[src/design/saa_pkg.sv]
package saa_pkg;

	localparam int HEADER_BYTES  = 16;
	localparam int DEFAULT_ALIGN = 16;
	localparam int ARENA_BITS    = 16;
	localparam int MAX_RECORDS   = 64;
	localparam int ALIGN_LIMIT   = 4096;

	localparam int REC_AW   = $clog2(MAX_RECORDS);
	localparam int CNT_W    = REC_AW + 1;
	localparam int CMD_W    = 2;
	localparam int STAT_W   = 3;
	localparam int SIZE_W   = 17;
	localparam int ALIGN_W  = 13;
	localparam int OFF_W    = 16;
	localparam int PAD_W    = 12;
	localparam int TOP_W    = 17;
	localparam int BASE_W   = 32;
	localparam int CAP_W    = 17;
	localparam int CFG_AW   = 1;
	localparam int DIV_W    = BASE_W + 2;
	localparam int DCNT_W   = $clog2(DIV_W);
	localparam int SUM_W    = TOP_W + 2;

	localparam logic [CMD_W-1:0] CMD_ALLOC = 2'd0;
	localparam logic [CMD_W-1:0] CMD_FREE  = 2'd1;
	localparam logic [CMD_W-1:0] CMD_RESET = 2'd2;

	localparam logic [STAT_W-1:0] ST_OK      = 3'd0;
	localparam logic [STAT_W-1:0] ST_ZERO    = 3'd1;
	localparam logic [STAT_W-1:0] ST_NOSPACE = 3'd2;
	localparam logic [STAT_W-1:0] ST_FULL    = 3'd3;
	localparam logic [STAT_W-1:0] ST_UNKNOWN = 3'd4;
	localparam logic [STAT_W-1:0] ST_NULL    = 3'd5;

	localparam logic [CFG_AW-1:0] REG_BASE = 1'd0;
	localparam logic [CFG_AW-1:0] REG_CAP  = 1'd1;

	localparam logic [SUM_W-1:0] ARENA_LIMIT = SUM_W'(1 << ARENA_BITS);

	typedef logic [OFF_W+PAD_W-1:0] rec_t;

endpackage

[src/design/stack_arena_allocator_core.sv]
// LIFO byte arena allocator with a bump pointer and a record table.
// Input channel (in_valid/in_ready): one beat carries command, request_size,
// alignment and data_offset. Allocate, free and reset are served one at a time.
// Output channel (out_valid/out_ready): one beat per input beat with status,
// result_offset, padding_used and used_bytes (arena top after the command).
// Config channel (cfg_valid/cfg_ready, always ready): index 0 writes
// base_address, index 1 writes capacity; write only while the block is idle.
// Path from input beat to result beat:
//   reset, null free, zero-size allocate, undefined command: direct to output
//   allocate: bit-serial remainder over the 34-bit data address (one quotient
//     bit per cycle), then padding, fit check and output
//   free: a search up from record 0 to a match or the last record, one record
//     table read per cycle from the synchronous RAM
// A new beat is taken once the previous result is loaded in the output
// register. A stalled receiver holds the result; the block then stops
// after finishing at most one further command.
// After reset the arena is empty, base_address is 0, capacity is 65536.
module stack_arena_allocator_core (
	input  logic                          clk,
	input  logic                          arst_n,
	input  logic                          in_valid,
	output logic                          in_ready,
	input  logic [saa_pkg::CMD_W-1:0]     command,
	input  logic [saa_pkg::SIZE_W-1:0]    request_size,
	input  logic [saa_pkg::ALIGN_W-1:0]   alignment,
	input  logic [saa_pkg::OFF_W-1:0]     data_offset,
	output logic                          out_valid,
	input  logic                          out_ready,
	output logic [saa_pkg::STAT_W-1:0]    status,
	output logic [saa_pkg::OFF_W-1:0]     result_offset,
	output logic [saa_pkg::PAD_W-1:0]     padding_used,
	output logic [saa_pkg::TOP_W-1:0]     used_bytes,
	input  logic                          cfg_valid,
	output logic                          cfg_ready,
	input  logic [saa_pkg::CFG_AW-1:0]    cfg_index,
	input  logic [saa_pkg::BASE_W-1:0]    cfg_data
);
	import saa_pkg::*;

	localparam logic [2:0] S_IDLE = 3'd0;
	localparam logic [2:0] S_DIV  = 3'd1;
	localparam logic [2:0] S_PAD  = 3'd2;
	localparam logic [2:0] S_FIT  = 3'd3;
	localparam logic [2:0] S_SRCH = 3'd4;
	localparam logic [2:0] S_OUT  = 3'd5;

	logic [2:0]         state_q;
	logic [BASE_W-1:0]  base_q;
	logic [CAP_W-1:0]   cap_q;
	logic [TOP_W-1:0]   top_q;
	logic [CNT_W-1:0]   cnt_q;

	logic [DIV_W-1:0]   dvd_q;
	logic [DCNT_W-1:0]  dcnt_q;
	logic [ALIGN_W-1:0] div_a_q;
	logic [ALIGN_W-1:0] rem_q;
	logic [PAD_W-1:0]   pad_q;
	logic [SIZE_W-1:0]  size_q;
	logic [OFF_W-1:0]   ptr_q;
	logic [REC_AW-1:0]  cmp_idx_q;

	logic [STAT_W-1:0]  pend_stat_q;
	logic [OFF_W-1:0]   pend_res_q;
	logic [PAD_W-1:0]   pend_pad_q;

	logic               out_valid_q;
	logic [STAT_W-1:0]  status_q;
	logic [OFF_W-1:0]   res_q;
	logic [PAD_W-1:0]   pad_out_q;
	logic [TOP_W-1:0]   used_q;

	rec_t               mem [MAX_RECORDS];
	rec_t               rd_q;
	logic [REC_AW-1:0]  rd_addr;
	logic               mem_we;
	rec_t               wr_data;

	logic               in_fire;
	logic               out_free;
	logic [ALIGN_W-1:0] a_eff;
	logic [ALIGN_W:0]   r_shift;
	logic [ALIGN_W:0]   r_next;
	logic [SUM_W-1:0]   limit;
	logic [SUM_W-1:0]   data_sum;
	logic [SUM_W-1:0]   total_sum;
	logic               hit;
	logic               last_rec;
	logic [TOP_W-1:0]   free_top;

	assign in_ready  = (state_q == S_IDLE);
	assign in_fire   = in_valid && in_ready;
	assign cfg_ready = 1'b1;
	assign out_free  = !out_valid_q || out_ready;

	always_comb begin
		if (alignment == '0) begin
			a_eff = ALIGN_W'(DEFAULT_ALIGN);
		end else if (alignment > ALIGN_W'(ALIGN_LIMIT)) begin
			a_eff = ALIGN_W'(ALIGN_LIMIT);
		end else begin
			a_eff = alignment;
		end
	end

	assign r_shift = {rem_q, dvd_q[DIV_W-1]};
	assign r_next  = (r_shift >= {1'b0, div_a_q}) ? r_shift - {1'b0, div_a_q} : r_shift;

	assign limit     = ({2'b0, cap_q} > ARENA_LIMIT) ? ARENA_LIMIT : SUM_W'(cap_q);
	assign data_sum  = SUM_W'(top_q) + SUM_W'(pad_q) + SUM_W'(HEADER_BYTES);
	assign total_sum = data_sum + SUM_W'(size_q);

	assign hit      = (rd_q[OFF_W+PAD_W-1:PAD_W] == ptr_q);
	assign last_rec = (CNT_W'(cmp_idx_q) + CNT_W'(1)) == cnt_q;
	assign free_top = TOP_W'(ptr_q) - TOP_W'(rd_q[PAD_W-1:0]) - TOP_W'(HEADER_BYTES);

	assign rd_addr = (state_q == S_SRCH) ? cmp_idx_q + REC_AW'(1) : '0;
	assign mem_we  = (state_q == S_FIT) && (total_sum <= limit)
		&& (cnt_q < CNT_W'(MAX_RECORDS));
	assign wr_data = {data_sum[OFF_W-1:0], pad_q};

	always_ff @(posedge clk) begin
		if (mem_we) begin
			mem[cnt_q[REC_AW-1:0]] <= wr_data;
		end
		rd_q <= mem[rd_addr];
	end

	always_ff @(posedge clk or negedge arst_n) begin
		if (!arst_n) begin
			base_q <= '0;
			cap_q  <= CAP_W'(1 << ARENA_BITS);
		end else if (cfg_valid && cfg_ready) begin
			case (cfg_index)
				REG_BASE: base_q <= cfg_data;
				REG_CAP:  cap_q  <= cfg_data[CAP_W-1:0];
				default:  ;
			endcase
		end
	end

	always_ff @(posedge clk) begin
		case (state_q)
			S_IDLE: begin
				dvd_q     <= DIV_W'(base_q) + DIV_W'(top_q) + DIV_W'(HEADER_BYTES);
				dcnt_q    <= DCNT_W'(DIV_W - 1);
				div_a_q   <= a_eff;
				rem_q     <= '0;
				size_q    <= request_size;
				ptr_q     <= data_offset;
				cmp_idx_q <= '0;
			end
			S_DIV: begin
				dvd_q  <= dvd_q << 1;
				rem_q  <= r_next[ALIGN_W-1:0];
				dcnt_q <= dcnt_q - DCNT_W'(1);
			end
			S_PAD: begin
				pad_q <= (rem_q == '0) ? '0 : PAD_W'(div_a_q - rem_q);
			end
			S_SRCH: begin
				cmp_idx_q <= cmp_idx_q + REC_AW'(1);
			end
			default: ;
		endcase
	end

	always_ff @(posedge clk or negedge arst_n) begin
		if (!arst_n) begin
			state_q     <= S_IDLE;
			top_q       <= '0;
			cnt_q       <= '0;
			pend_stat_q <= ST_OK;
			pend_res_q  <= '0;
			pend_pad_q  <= '0;
		end else begin
			case (state_q)
				S_IDLE: begin
					if (in_fire) begin
						pend_stat_q <= ST_OK;
						pend_res_q  <= '0;
						pend_pad_q  <= '0;
						state_q     <= S_OUT;
						case (command)
							CMD_ALLOC: begin
								if (request_size == '0) begin
									pend_stat_q <= ST_ZERO;
								end else begin
									state_q <= S_DIV;
								end
							end
							CMD_FREE: begin
								if (data_offset == '0) begin
									pend_stat_q <= ST_NULL;
								end else if (cnt_q == '0) begin
									pend_stat_q <= ST_UNKNOWN;
								end else begin
									state_q <= S_SRCH;
								end
							end
							CMD_RESET: begin
								top_q <= '0;
								cnt_q <= '0;
							end
							default: ;
						endcase
					end
				end
				S_DIV: begin
					if (dcnt_q == '0) begin
						state_q <= S_PAD;
					end
				end
				S_PAD: begin
					state_q <= S_FIT;
				end
				S_FIT: begin
					if (total_sum > limit) begin
						pend_stat_q <= ST_NOSPACE;
					end else if (cnt_q >= CNT_W'(MAX_RECORDS)) begin
						pend_stat_q <= ST_FULL;
					end else begin
						pend_res_q <= data_sum[OFF_W-1:0];
						pend_pad_q <= pad_q;
						top_q      <= total_sum[TOP_W-1:0];
						cnt_q      <= cnt_q + CNT_W'(1);
					end
					state_q <= S_OUT;
				end
				S_SRCH: begin
					if (hit) begin
						top_q   <= free_top;
						cnt_q   <= CNT_W'(cmp_idx_q);
						state_q <= S_OUT;
					end else if (last_rec) begin
						pend_stat_q <= ST_UNKNOWN;
						state_q     <= S_OUT;
					end
				end
				S_OUT: begin
					if (out_free) begin
						state_q <= S_IDLE;
					end
				end
				default: state_q <= S_IDLE;
			endcase
		end
	end

	always_ff @(posedge clk or negedge arst_n) begin
		if (!arst_n) begin
			out_valid_q <= 1'b0;
		end else if (state_q == S_OUT && out_free) begin
			out_valid_q <= 1'b1;
		end else if (out_ready) begin
			out_valid_q <= 1'b0;
		end
	end

	always_ff @(posedge clk) begin
		if (state_q == S_OUT && out_free) begin
			status_q  <= pend_stat_q;
			res_q     <= pend_res_q;
			pad_out_q <= pend_pad_q;
			used_q    <= top_q;
		end
	end

	assign out_valid     = out_valid_q;
	assign status        = status_q;
	assign result_offset = res_q;
	assign padding_used  = pad_out_q;
	assign used_bytes    = used_q;

`ifndef SYNTH
	a_cnt_bound: assert property (@(posedge clk) disable iff (!arst_n)
		cnt_q <= CNT_W'(MAX_RECORDS))
		else $error("record count above table size");

	a_srch_idx: assert property (@(posedge clk) disable iff (!arst_n)
		state_q == S_SRCH |-> CNT_W'(cmp_idx_q) < cnt_q)
		else $error("search index past record count");

	a_rem_bound: assert property (@(posedge clk) disable iff (!arst_n)
		state_q == S_PAD |-> rem_q < div_a_q)
		else $error("remainder not below alignment");

	a_push: assert property (@(posedge clk) disable iff (!arst_n)
		mem_we |=> cnt_q == $past(cnt_q) + CNT_W'(1))
		else $error("record write without count increment");

	a_top_bound: assert property (@(posedge clk) disable iff (!arst_n)
		SUM_W'(top_q) <= ARENA_LIMIT)
		else $error("top beyond arena");
`endif

endmodule

[config.mk]
export PLATFORM = sky130hd
export DESIGN_NAME = stack_arena_allocator_core
export DESIGN_NICKNAME = d
export VERILOG_FILES = /design/src/design/saa_pkg.sv /design/src/design/stack_arena_allocator_core.sv
export SDC_FILE = /design/constraint.sdc
export NUM_CORES = 2
export LEC_CHECK = 0
export BUFFER_PORTS_ARGS = -buffer_cell sky130_fd_sc_hd__clkbuf_2
export CORE_ASPECT_RATIO = 0.7
export CORE_MARGIN = 3
export CORE_UTILIZATION = 55
export DETAILED_ROUTE_END_ITERATION = 8
export GPL_TIMING_DRIVEN = 0
export PLACE_DENSITY = 0.82
export RECOVER_POWER = 50
export SYNTH_ARGS = -nofsm -noshare
export SYNTH_HDL_FRONTEND = slang
export SYNTH_SLANG_ARGS = --single-unit
export TNS_END_PERCENT = 1
[constraint.sdc]
create_clock -name clk -period 15.9 [get_ports clk]
set_input_delay 3.18 -clock clk [delete_from_list [all_inputs] [get_ports clk]]
set_output_delay 3.18 -clock clk [all_outputs]
set_load 0.01 [all_outputs]
# Word level (Yosys, flattened, before mapping)
# Memories as Yosys holds them, arrays and structs flattened. A register that Yosys moved wholly into a read port is not among the register bits.
# Cells that the tools add are included.
# totals
word_cells,142
out_inout_bits,51
ram_bits,1792
mem_count,1
in_bits,86
ff_bits,273
# classes
addsub,13
n_lt_le_gt_ge,7
eq_ne,20
n_reduce_logical,26
muxes,52
bitwise_logic,1
# mem_list
memory,words,word_bits,read_ports,rd_clocked_by_memory_dff,wr,line,rtl
mem,64,28,1,1,1,stack_arena_allocator_core.sv:72,rec_t mem [MAX_RECORDS];
# op_table
cell,count
2-to-1 mux 17 bit,6
case mux 34 bit (2 select lines),1
case mux 17 bit (3 select lines),1
2-to-1 mux 16 bit,3
2-to-1 mux 3 bit,13
2-to-1 mux 12 bit,3
2-to-1 mux 7 bit,5
"adder 33 x 5 -> 34 bit, second input constant",1
adder 32 x 17 -> 33 bit,1
case mux 16 bit (2 select lines),1
logical NOT 13 bit,2
2-to-1 mux 13 bit,2
case mux 13 bit (2 select lines),1
case mux 12 bit (2 select lines),1
case mux 6 bit (2 select lines),2
case mux 7 bit (3 select lines),1
"adder 18 x 5 -> 19 bit, second input constant",1
adder 19 x 17 -> 19 bit,1
greater-than comparator 19 x 17 -> 1 bit,1
<= comparator 19 x 17 -> 1 bit,1
adder 17 x 12 -> 18 bit,1
case mux 3 bit (6 select lines),1
"greater-than comparator 17 bit, second input constant",1
logical NOT 17 bit,1
43 further kinds,67

# Longest topological paths before layout
# logic_depth
word_depth,8
depth_mapped,30
ltp_nobuf,28

# Least setup slack after synthesis
# OpenSTA, ideal clock, no wires.
# synth_timing
path_type,reg-to-reg
start,register pad_q[1]
end,"memory mem[58][0] (netlist bit), enable pin"
t_arrival_ps,11468
path_buffers,1
required_time_ps,15416
synth_period_minus_slack_ps,11952
setup_time_ps,484
path_slack_ps,3948
stages_incl_launch_ff,26
cell_sequence,edfxtp_1 > ha_1 > ha_1 > fa_1 > a211oi_1 > o21ai_1 > a2111oi_0 > o21bai_1 > xor2_1 > ha_1 > and3_4 > nor2b_1 > a211o_1 > a221o_1 > a21oi_1 > nor2b_1 > nor2_1 > xnor2_1 > ha_1 > a21o_1 > a221oi_1 > nor2_1 > nor4_2 > o21ai_2 > clkbuf_1 > nor4_1
# synth_between
elab_chain_cells,8
# synth_lines
item,line,rtl
from (decl),stack_arena_allocator_core.sv:57,logic [PAD_W-1:0] pad_q;
from (signal assigned),stack_arena_allocator_core.sv:158,pad_q <= (rem_q == '0) ? '0 : PAD_W'(div_a_q - rem_q);
adder 17 x 12 -> 18 bit,stack_arena_allocator_core.sv:109,assign data_sum = SUM_W'(top_q) + SUM_W'(pad_q) + SUM_W'(HEADER_BYTES);
adder 18 x 5 -> 19 bit,stack_arena_allocator_core.sv:109,
net data_sum[11],stack_arena_allocator_core.sv:84,logic [SUM_W-1:0] data_sum;
adder 19 x 17 -> 19 bit,stack_arena_allocator_core.sv:110,assign total_sum = data_sum + SUM_W'(size_q);
<= comparator 19 x 17 -> 1 bit,stack_arena_allocator_core.sv:117,assign mem_we = (state_q == S_FIT) && (total_sum <= limit)
logical AND 1 bit,stack_arena_allocator_core.sv:117,
logical AND 1 bit,stack_arena_allocator_core.sv:118,&& (cnt_q < CNT_W'(MAX_RECORDS));
2-to-1 mux 1 bit,stack_arena_allocator_core.sv:122,if (mem_we) begin
2-to-1 mux 1 bit (not written as such),stack_arena_allocator_core.sv:123,mem[cnt_q[REC_AW-1:0]] <= wr_data;
to (decl),stack_arena_allocator_core.sv:72,
# The timed path passes the listed nets, and every way through them passes these cells.

# Worst setup path in the final report
# layout_timing
start,register pad_q[0]
end,"memory mem[54][1] (netlist bit), enable pin"
# The elaborated chain is that of the path after synthesis.

==> flow_metrics.tcl <==
set metrics [dict create \
    outcome "complete, but fails checks" \
    violations "max-capacitance violations, max-slew violations" \
    cts_max_level 4 \
    num_rows 120 \
    hpwlAfterDp_mm 210 \
    worstMarginPinSlew_ns 6.14 \
    slew_headroom_pct -309 \
    drive_above_1_share_pct 9.47 \
    synth_area_per_cell_sq_um 13.6 \
    total_power_mw 21.4 \
    hold_viol_final 0 \
    rr_endpoint "mem[54][1]" \
    wirelength_mm 292 \
    required_ns 16.44 \
    ctsLongestPathBuffers 3 \
    final.setup.tns_ns 0 \
    fin_util_pct 63.8 \
    rsz0062_at_grt "false" \
    overflow 0 \
    intPower_mw 12.0 \
    p_comb_share_pct 43.6 \
    p_sw_mw 9.33 \
    fin_area_sq_mm 0.0984 \
    clkSlewWorstSetupHoldPaths_ns 0.06 \
    min_to "padding_used[9]" \
    die_area_sq_mm 0.162 \
    final_common_cell "edfxtp_1" \
    nets 7169 \
    root_buffer "clkbuf_16" \
    drtAntennaViolNets 0 \
    synth_top_area_share_pct 68.1 \
    hold_start "pend_pad_q[9]" \
    mostFrequentLayoutCells "1957 x edfxtp_1, 1020 x nand2_1, 920 x nand3_1, 600 x clkbuf_1, 449 x o221ai_1" \
    yosysWarnings 0 \
    synthFlopType "edfxtp_1" \
    synth_cell_types 79 \
    clk_latency_ns 0.86 \
    reg2regPathDepth 26 \
    die_h_um 337 \
    grt_max_degree 109 \
    syn2layout_area_growth_pct 14.0 \
    critPathMaxFanout 41 \
    slew_violations 706 \
    fill_cells 10700 \
    cp_num_buf_inv 8 \
    start_util_pct 55.9 \
    port_buffers 135 \
    wl_per_cell_um 31.8 \
    sw_frac_of_total_pct 43.7 \
    track_usage_pct 35.3 \
    synth-async-reset-ratio_pct 5.16 \
    cts_setup_buffers 0 \
    yosys-top-cells-area "edfxtp_1 68%, nand3_1 5.3%, o221ai_1 4.6%" \
    slowest_delay_ns 2.44 \
    syn_area_sq_mm 0.0863 \
    yosys.area.top_type "edfxtp_1" \
    cpMostUsedCell "clkbuf_1" \
    clock_sinks 2093 \
    viasPerCell 6.94 \
    grt_pass1_wl_mm 412 \
    clockPowerShare_pct 22.1 \
    leakage_nw 33.3 \
    yosysSeqAreaShare_pct 71.9 \
    pre_cts_ws_ns 5.14 \
    ctsResizeCount 0 \
    synthCells 6336 \
    setup_viol 0 \
    cts_hold_buffers 0 \
    synth_edf_count 1957 \
    grt_pass1_vias 59900 \
    r2r_start "pad_q[0]" \
    cts_tree "yes" \
    drtIter0Drc 12700 \
    critPathSlowestCell "clkbuf_1" \
    seq_power_share_pct 34.4 \
    max_freq_mhz 73.8 \
    ff2ff_setup_slack_ns 2.36 \
    hold_path_depth 0 \
    crit_arrival_ns 14.08 \
    period_needed_ns 13.54 \
    powerDensity_mw_per_mm2 217 \
    cts_buffers 183 \
    end_kind "register" \
    layout_setup_ws_ns 2.36 \
    ys_ff_latch 2093 \
    drc_errors 0 \
    ir_drop_mv 0.144 \
    core_sq_mm 0.154 \
    gp_congestion 1.03 \
    cp-start-kind "register" \
    placed_cell_area_sq_mm 0.0938 \
    cp_top_family "buffers and inverters" \
    antenna_found_initial 23 \
    syn_nets 6574 \
    cap_viol_max_count 34 \
    die_x_um 480 \
    post-route-period-util_pct 85.2 \
    io_pins 137 \
    dr_total_vias 63700 \
    drt-pass1-iter-count 9 \
    criticalPathCategory "register to register" \
    hold_class "register to register" \
    fin_worst_skew_ns 0.0476 \
]
-- cells by family (layout without fill, tap and decap cells) --
group                    Yosys count  after routing  synth area share (%)
adder cells (fa/ha/maj)          152            152                  2.26
AO/OA/AOI/OAI                    983            983                  8.75
flip-flops                      2093           2093                  71.9
other                              1             16               0.00434
buffers and inverters            566           1319                  2.50
AND/OR/NAND/NOR                 2335           2335                  12.3
multiplexers                     102            102                  1.28
XOR/XNOR                         104            104                  1.07
-- flip-flops by register name, summed over array words and instances, names as in the netlist, 12 cells and up --
signal / flops
mem: 1792
dvd_q: 34
base_q: 32
rd_q: 28
cap_q: 17
size_q: 17
top_q: 17
used_bytes: 17
pend_res_q: 16
ptr_q: 16
result_offset: 16
div_a_q: 13
rem_q: 13
pad_q: 12
padding_used: 12
pend_pad_q: 12
-- through the flow --
stage / cells / hold WS [ns]
floorplan: 6336 / 0.417
global route: 9164 / 0.449
global placement: 8545 / 0.434
detailed placement: 8820 / 0.432
CTS: 9163 / 0.440
finish: 9178 / 0.441
-- area by class of cell --
type | count | area (sq um) | area share [%]
diodes | 15 | 37.5 | 0.0381
plain buffers | 453 | 1730 | 1.76
clock buffers | 224 | 4910 | 4.99
clock inverters | 119 | 1380 | 1.40
inverters | 113 | 424 | 0.431
multi-input cells | 3677 | 22600 | 23.0
flip-flops and latches | 2093 | 62000 | 63.0
well taps | 2074 | 2590 | 2.64
repair buffers | 410 | 2700 | 2.75
-- worst max path at each step --
stage / startpoint / to / slack (ns) / depth (start not counted)
2_1_floorplan: pad_q[1] / mem[58][0] / 3.95 / 25
3_3_place_gp: pad_q[4] / mem[62][27] / -4.27 / 26
3_5_place_dp: pad_q[1] / mem[54][27] / 5.14 / 31
4_1_cts: pad_q[1] / mem[54][27] / 4.89 / 31
5_1_grt: pad_q[1] / mem[54][4] / 2.30 / 25
6_report: pad_q[0] / mem[54][1] / 2.36 / 26
-- Yosys cell counts, types with 7 or more instances --
cell type	instances
ha_1	146
or3_1	13
nand2b_1	12
a311o_1	57
xnor2_1	46
and3_1	10
nand3_1	920
mux2i_1	32
mux2_1	16
inv_1	108
buf_1	48
a211oi_1	22
nor2_1	100
a21o_1	19
nand2_1	1020
clkbuf_1	395
nor3_1	96
and2_1	23
a311oi_1	57
a22oi_1	15
o211ai_1	7
o21a_1	9
nor2b_1	31
mux2_2	54
dfxtp_1	28
dfrtp_1	107
nand3b_1	8
nor3b_1	9
a31oi_1	40
nand4_1	18
edfxtp_1	1957
nor4_1	60
o21ai_0	68
o21bai_1	12
a21oi_1	176
xor2_1	57
o221ai_1	449
-- metal layers --
layer	share of wire [%]	vias up	GRT usage, %
li1	-	25700	-
met1	35	30900	48.7
met2	40	6125	48.0
met3	20	979	16.9
met4	5.0	14	14.4
met5	0.075	-	0.706
-- power by group through the flow --
stage	sequential, mW	combinational (mW)	clock (mW)
floorplan	7.43	4.80	0
global placement	7.71	8.06	0
detailed placement	7.41	8.94	0
CTS	7.29	9.07	4.70
global route	7.36	9.57	4.91
finish	7.34	9.31	4.72
Note: power is estimated with default switching activity, not from simulation.
